--- src/hw/rtl/fls_pkg.sv ---
// Shared types, codes and helpers for the free-list slot allocator.
`default_nettype none

package fls_pkg;

   // Default pool capacity and register geometry.
   localparam int unsigned MAX_SLOTS_DEFAULT = 1024;
   localparam int unsigned POOL_W            = 11;
   localparam int unsigned POOL_RESET        = 1024;
   localparam int unsigned PADDR_W           = 3;
   localparam int unsigned PDATA_W           = 32;

   // Register indexes on the configuration port.
   localparam int unsigned REG_POOL_SIZE = 0;

   // Request operation codes.
   localparam logic [1:0] FUNC_ALLOC = 2'd0;
   localparam logic [1:0] FUNC_FREE  = 2'd1;
   localparam logic [1:0] FUNC_QUERY = 2'd2;

   // Result status codes.
   localparam logic [1:0] ST_OK     = 2'd0;
   localparam logic [1:0] ST_EMPTY  = 2'd1;
   localparam logic [1:0] ST_RANGE  = 2'd2;
   localparam logic [1:0] ST_UNUSED = 2'd3;

   typedef struct packed {
      logic [1:0] func;
      logic [9:0] slot_id;
   } fls_req_type;

   typedef struct packed {
      logic [1:0] status;
      logic [9:0] granted_id;
   } fls_rsp_type;

   // Pool initialization control from the register block to the engine.
   typedef struct packed {
      logic reinit;
      logic sweep;
   } fls_init_type;

   // A written pool size of zero means one; anything above capacity means capacity.
   function automatic logic [31:0] pool_clamp(input logic [POOL_W-1:0] value,
                                              input int unsigned max_slots);
      logic [31:0] v;
      begin
         v = 32'(value);
         if (v == 32'd0) v = 32'd1;
         if (v > max_slots) v = max_slots;
         return v;
      end
   endfunction

endpackage

`default_nettype wire

--- src/hw/rtl/fls_csr.sv ---
// Configuration registers and the pool initialization sweep sequencer.
`default_nettype none

module fls_csr #(
   parameter int unsigned MAX_SLOTS = fls_pkg::MAX_SLOTS_DEFAULT
) (
   input  wire logic                              clock,
   input  wire logic                              reset,
   input  wire logic                              psel,
   input  wire logic                              penable,
   input  wire logic                              pwrite,
   input  wire logic [fls_pkg::PADDR_W-1:0]       paddr,
   input  wire logic [fls_pkg::PDATA_W-1:0]       pwdata,
   output logic      [fls_pkg::PDATA_W-1:0]       prdata,
   output logic                                   pready,
   output logic      [$clog2(MAX_SLOTS+1)-1:0]    pool_size,
   output logic      [$clog2(MAX_SLOTS)-1:0]      clr_idx,
   output fls_pkg::fls_init_type                  init
);

   import fls_pkg::*;

   localparam int unsigned AW = $clog2(MAX_SLOTS);
   localparam int unsigned CW = $clog2(MAX_SLOTS + 1);

   logic          reg_sel;
   logic          wr_pool;
   logic [CW-1:0] pool_ff,    pool_in;
   logic [AW-1:0] clr_idx_ff, clr_idx_in;
   logic          sweep_ff,   sweep_in;
   logic          reinit_ff,  reinit_in;

   // Register decode; every access completes without wait states.
   assign pready  = 1'b1;
   assign reg_sel = (32'(paddr[PADDR_W-1:2]) == REG_POOL_SIZE);
   assign wr_pool = psel & penable & pwrite & reg_sel;
   assign prdata  = reg_sel ? PDATA_W'(pool_ff) : '0;

   // A pool size write restarts the sweep over the new pool.
   always_comb begin
      pool_in    = pool_ff;
      clr_idx_in = clr_idx_ff;
      sweep_in   = sweep_ff;
      reinit_in  = wr_pool;
      if (wr_pool) begin
         pool_in    = CW'(pool_clamp(pwdata[POOL_W-1:0], MAX_SLOTS));
         clr_idx_in = '0;
         sweep_in   = 1'b1;
      end else if (sweep_ff) begin
         if (32'(clr_idx_ff) == 32'(pool_ff) - 32'd1) begin
            sweep_in = 1'b0;
         end else begin
            clr_idx_in = clr_idx_ff + AW'(1);
         end
      end
   end

   always_ff @(posedge clock) begin
      if (reset) begin
         pool_ff    <= CW'(pool_clamp(POOL_W'(POOL_RESET), MAX_SLOTS));
         clr_idx_ff <= '0;
         sweep_ff   <= 1'b1;
         reinit_ff  <= 1'b1;
      end else begin
         pool_ff    <= pool_in;
         clr_idx_ff <= clr_idx_in;
         sweep_ff   <= sweep_in;
         reinit_ff  <= reinit_in;
      end
   end

   assign pool_size   = pool_ff;
   assign clr_idx     = clr_idx_ff;
   assign init.reinit = reinit_ff;
   assign init.sweep  = sweep_ff;

endmodule

`default_nettype wire

--- config.mk ---
export PLATFORM = sky130hd
export DESIGN_NAME = fls_csr
export DESIGN_NICKNAME = d
export VERILOG_FILES = /design/src/hw/rtl/fls_pkg.sv /design/src/hw/rtl/fls_csr.sv
export SDC_FILE = /design/constraint.sdc
export NUM_CORES = 1
export LEC_CHECK = 0
export BUFFER_PORTS_ARGS = -buffer_cell sky130_fd_sc_hd__buf_2
export CELL_PAD_IN_SITES_DETAIL_PLACEMENT = 0
export CELL_PAD_IN_SITES_GLOBAL_PLACEMENT = 1
export CORE_MARGIN = 5
export CORE_UTILIZATION = 27
export DETAILED_ROUTE_END_ITERATION = 16
export PLACE_DENSITY = 0.74
export SLEW_MARGIN = 20
export SYNTH_ARGS = -nofsm -noshare
export SYNTH_HDL_FRONTEND = slang
export SYNTH_SLANG_ARGS = --single-unit
export TNS_END_PERCENT = 10
--- constraint.sdc ---
create_clock -name clock -period 1.89 [get_ports clock]
set_input_delay 0.2835 -clock clock [delete_from_list [all_inputs] [get_ports clock]]
set_output_delay 0.2835 -clock clock [all_outputs]
set_load 0.005 [all_outputs]
# Word level (Yosys, flattened, before mapping)
# Cells that the tools add are included.
# op_classes
n_addsub	2
magnitude_cmp	1
n_eq_ne	1
mux	6
n_bitwise	5
n_reduce_logical	3
# op_table
operator	n
$mux 11	3
$eq 10x32->1	1
$gt 32x11->1 const B	1
$mux 32	1
$sub 11x1->12 const B	1
$logic_not 11->1	1
$add 10x1->10 const B	1
$and 1x1->1	3
$mux 1	2
$not 1->1	2
$reduce_and 2->1	1
$reduce_or 2->1	1
# word_totals
register_bits	23
input_bits	40
output_inout_bits	56
elab_cells	22

# Longest topological paths before layout
# logic_depth
ltp_word	6
ltp_mapped	9
mapped_depth_nobuf	9

# Worst setup path before layout
# No wires, ideal clock.
# synth_timing
kind	register to register
from	reg pool_ff[0] (netlist: pool_size[0])
to	reg clr_idx_ff[3] (netlist: clr_idx[3])
setup_time_ns	0.126
t_arrival_ns	1.971
required_time_ns	1.764
setup_slack_ns	-0.207
stages_incl_launch_ff	10
n_path_buf	0
period_less_slack_ns	2.097
cell_sequence	dfxtp_1 inv_1 ha_1 nor3b_1 xnor2_1 o2111ai_1 nor4_4 a21boi_0 xnor2_1 nor2_1
# synth_between
elab_chain_len	4
# synth_lines
element	line_no	text
from (decl)	fls_csr.sv:28	logic [CW-1:0] pool_ff, pool_in;
from (signal assigned)	fls_csr.sv:60	pool_ff <= CW'(pool_clamp(POOL_W'(POOL_RESET), MAX_SLOTS));
from (signal assigned)	fls_csr.sv:65	pool_ff <= pool_in;
$sub 11x1->12	fls_csr.sv:50	if (32'(clr_idx_ff) == 32'(pool_ff) - 32'd1) begin
$eq 10x32->1	fls_csr.sv:50	
$not 1->1 (no source line)	--	
$reduce_and 2->1 (no source line)	--	
to (signal assigned)	fls_csr.sv:66	clr_idx_ff <= clr_idx_in;
to (decl)	fls_csr.sv:29	logic [AW-1:0] clr_idx_ff, clr_idx_in;
# No other way between the ends.
# A chain may end at the register's enable or synchronous reset.

# Worst setup path after layout
# layout_timing
from	reg pool_ff[1] (netlist: pool_size[1])
to	reg clr_idx_ff[9] (netlist: clr_idx[9])
# Same word-level chain as after synthesis.

==> flow_metrics.py <==
metrics = {
    "yosys": {
        "synth_edf_count": 0,
        "yosysTopAreaCell": "dfxtp_1",
        "syn_area_mm2": 0.001567,
        "synth_area_leaders": "dfxtp_1 29%, buf_4 12%, a22o_1 3.9%, xnor2_1 3.9%, xor2_1 3.9%",
        "netlist-cell-type-count": 45,
        "syn_inst": 190,
        "yosysMostFrequentCell": "buf_4",
        "ys_top_cells_by_count": "24 x buf_4, 23 x dfxtp_1, 15 x nand2_1, 15 x nor2_1, 8 x nor2b_1",
        "ys_seq_elements": 23,
        "ys_seq_area_share_pct": 29.39,
        "avgSynthCellArea_um2": 8.245,
        "yosysTopAreaCellShare_pct": 29.39,
        "ys.flop_type": "dfxtp_1",
        "synthArstFlopShare_pct": 0,
        "yosys_warnings": 0,
    },
    "clock_tree": {
        "clk_pin_slew_ps": 80,
        "cts-htree-levels": 1,
        "cts-buffers-inserted": 3,
        "clk_latency_ps": 260,
        "clockRootBuffer": "clkbuf_8",
        "cts.sinks": 23,
        "cts_buffer_depth": 2,
        "cts_hold_buf": 0,
        "cts_tree": "done",
    },
    "routing": {
        "wl_um": 4313,
        "dr_total_vias": 1514,
        "postRouteAntennaNets": 0,
        "drt_iter0_drc": 43,
        "viasPerCell": 4.533,
        "drt_first_pass_iters": 4,
        "drcViolationCount": 0,
        "wl_per_cell_um": 12.91,
    },
    "critical_path": {
        "cp.arrival_ps": 2160,
        "r2r_setup_slack_ps": -80,
        "critPathMaxFanout": 10,
        "cp-end-kind": "flip-flop",
        "cp_data_required_time_ps": 2080,
        "critPathKind": "reg -> reg",
        "cp-start-kind": "flip-flop",
    },
    "pwr": {
        "p_leak_uw": 0.001072,
        "totalPowerFinal_uw": 944.8,
        "vdd_drop_max_mv": 0.2125,
        "power.density_mw_per_mm2": 452.4,
    },
    "final_layout": {
        "stdcell_count": 334,
        "multi_input_comb_area_um2": 972.2,
        "drive_above_1_share_pct": 40.46,
        "area_growth_pct": 33.31,
        "nNetsFinal": 305,
        "seq_area_um2": 470.5,
        "diodes": 0,
        "fillers": 591,
    },
    "placement": {
        "io_buffers": 50,
        "dpl.hpwl_um": 3539,
        "post-place-cells": 328,
        "gp_congestion": 0.7681,
    },
    "global_route": {
        "first_global_vias": 1468,
        "grt_max_degree": 14,
        "antenna_found_initial": 0,
        "grt_usage_pct": 11.32,
        "grt_pass1_wl_um": 6872,
        "overflow": 0,
    },
    "floorplan": {
        "die_area_mm2": 0.007425,
        "start_util_pct": 28.10,
        "fp-row-count": 27,
        "die_w_um": 86.17,
        "core_region_area_mm2": 0.005574,
        "pin_count": 96,
        "fp.dieH_um": 86.17,
    },
    "timing": {
        "fin_skew_ps": 2.600,
        "fmax_ghz": 0.5080,
        "rsz0062_at_grt": "true",
        "fin_setup_tns_ps": -632.1,
        "period_share_pct": 104.1,
        "hold_viol_final": 0,
        "setup_viol": 10,
        "period_minus_slack_ps": 1968,
        "slew_viol_final": 0,
        "fin_ws_ps": -78.38,
    },
    "run_status": {
        "outcome": "finished, violations left",
        "failed_checks": "negative setup slack",
    },
    "run": {
        "max_cap_viol_count": 0,
    },
    "worst_hold_path": {
        "hold_path.class": "in -> reg",
    },
}
-- metrics by stage --
stage	cell area [um^2]	util (%)	setup slack (ps)	hold WS, ps
2_1_floorplan	1664	-	-37.42	392.0
3_3_place_gp	2001	35.89	-56.35	512.1
3_5_place_dp	2001	35.89	-73.47	515.6
4_1_cts	2056	36.88	-73.40	238.6
5_1_grt	2088	37.46	-234.9	245.0
6_report	2088	37.46	-78.38	243.7
-- cells by family (layout without fill, tap and decap cells) --
logic type / count (synthesis) / count (layout) / synth area share (%)
AOI/OAI and AO/OA: 34 / 34 / 15.98
xor gates and xnor gates: 14 / 14 / 7.828
adders and majority gates: 3 / 3 / 2.236
buffers and inverters: 40 / 92 / 15.81
DFF: 23 / 23 / 29.39
muxes: 3 / 3 / 1.917
other: 2 / 22 / 0.4794
and+or+nand+nor: 71 / 71 / 26.36
-- state kept, by name, summed over array words and instances (netlist names) --
signal / count
pool_size: 11
clr_idx: 10
reinit_ff: 1
sweep_ff: 1
-- cell usage in the layout (no fill, tap or decap), types with 3 or more instances in the layout --
master / netlist / layout
buf_4: 24 / 31
a31oi_1: 5 / 5
mux2i_1: 3 / 3
clkbuf_8: 0 / 3
nor2_1: 15 / 15
nor2b_1: 8 / 8
inv_1: 7 / 5
xor2_1: 7 / 7
conb_1: 2 / 22
buf_2: 0 / 50
nand4_1: 5 / 5
a22o_1: 7 / 7
a21oi_1: 7 / 7
nand2_1: 15 / 15
dfxtp_1: 23 / 19
xnor2_1: 7 / 7
-- where the power goes --
part	switching (uW)	internal, uW
clock	155	147
sequential	11.4	492
combinational	75.8	63.5
total	243	702
-- layer usage --
layer  part of all wire [%]  track usage, %
met1                     44           14.34
met5                      0               0
met4                   0.97           3.683
met2                     48           18.99
met3                    7.0           2.567
-- worst max-delay path, cell delays in order, from the launching register on --
cell and delay [ps]:
dfxtp_2 370, inv_2 60, ha_4 160, xor2_1 150, o31a_1 310, nor4_4 360
nand2_4 170, nand4_1 150, mux2i_1 180
-- final timing paths --
check / from / endpoint / cells after the start
min reg2reg: clr_idx[9]$_SDFFE_PP0P_ / clr_idx[9]$_SDFFE_PP0P_ / 2
max reg2reg: pool_size[1]$_SDFFE_PP0P_ / clr_idx[9]$_SDFFE_PP0P_ / 8
max: pool_size[1]$_SDFFE_PP0P_ / clr_idx[9]$_SDFFE_PP0P_ / 8
min: pwdata[3] / pool_size[3]$_SDFFE_PP0P_ / 2
-- final cells by class --
class,count,area share (%)
Clock inverter,1,0.2397
Clock buffer,3,1.977
Inverter,7,1.258
Timing Repair Buffer,81,23.13
Multi-Input combinational cell,147,46.55
Sequential cell,23,22.53
Tap cell,72,4.314
-- timing repair --
action | in CTS | in global routing
gates resized for setup | 3 | 5
setup buffers | 0 | 2
setup endpoints to repair | 11 | 11
pin swaps | 0 | 6
(Power assumes the default switching activity.)
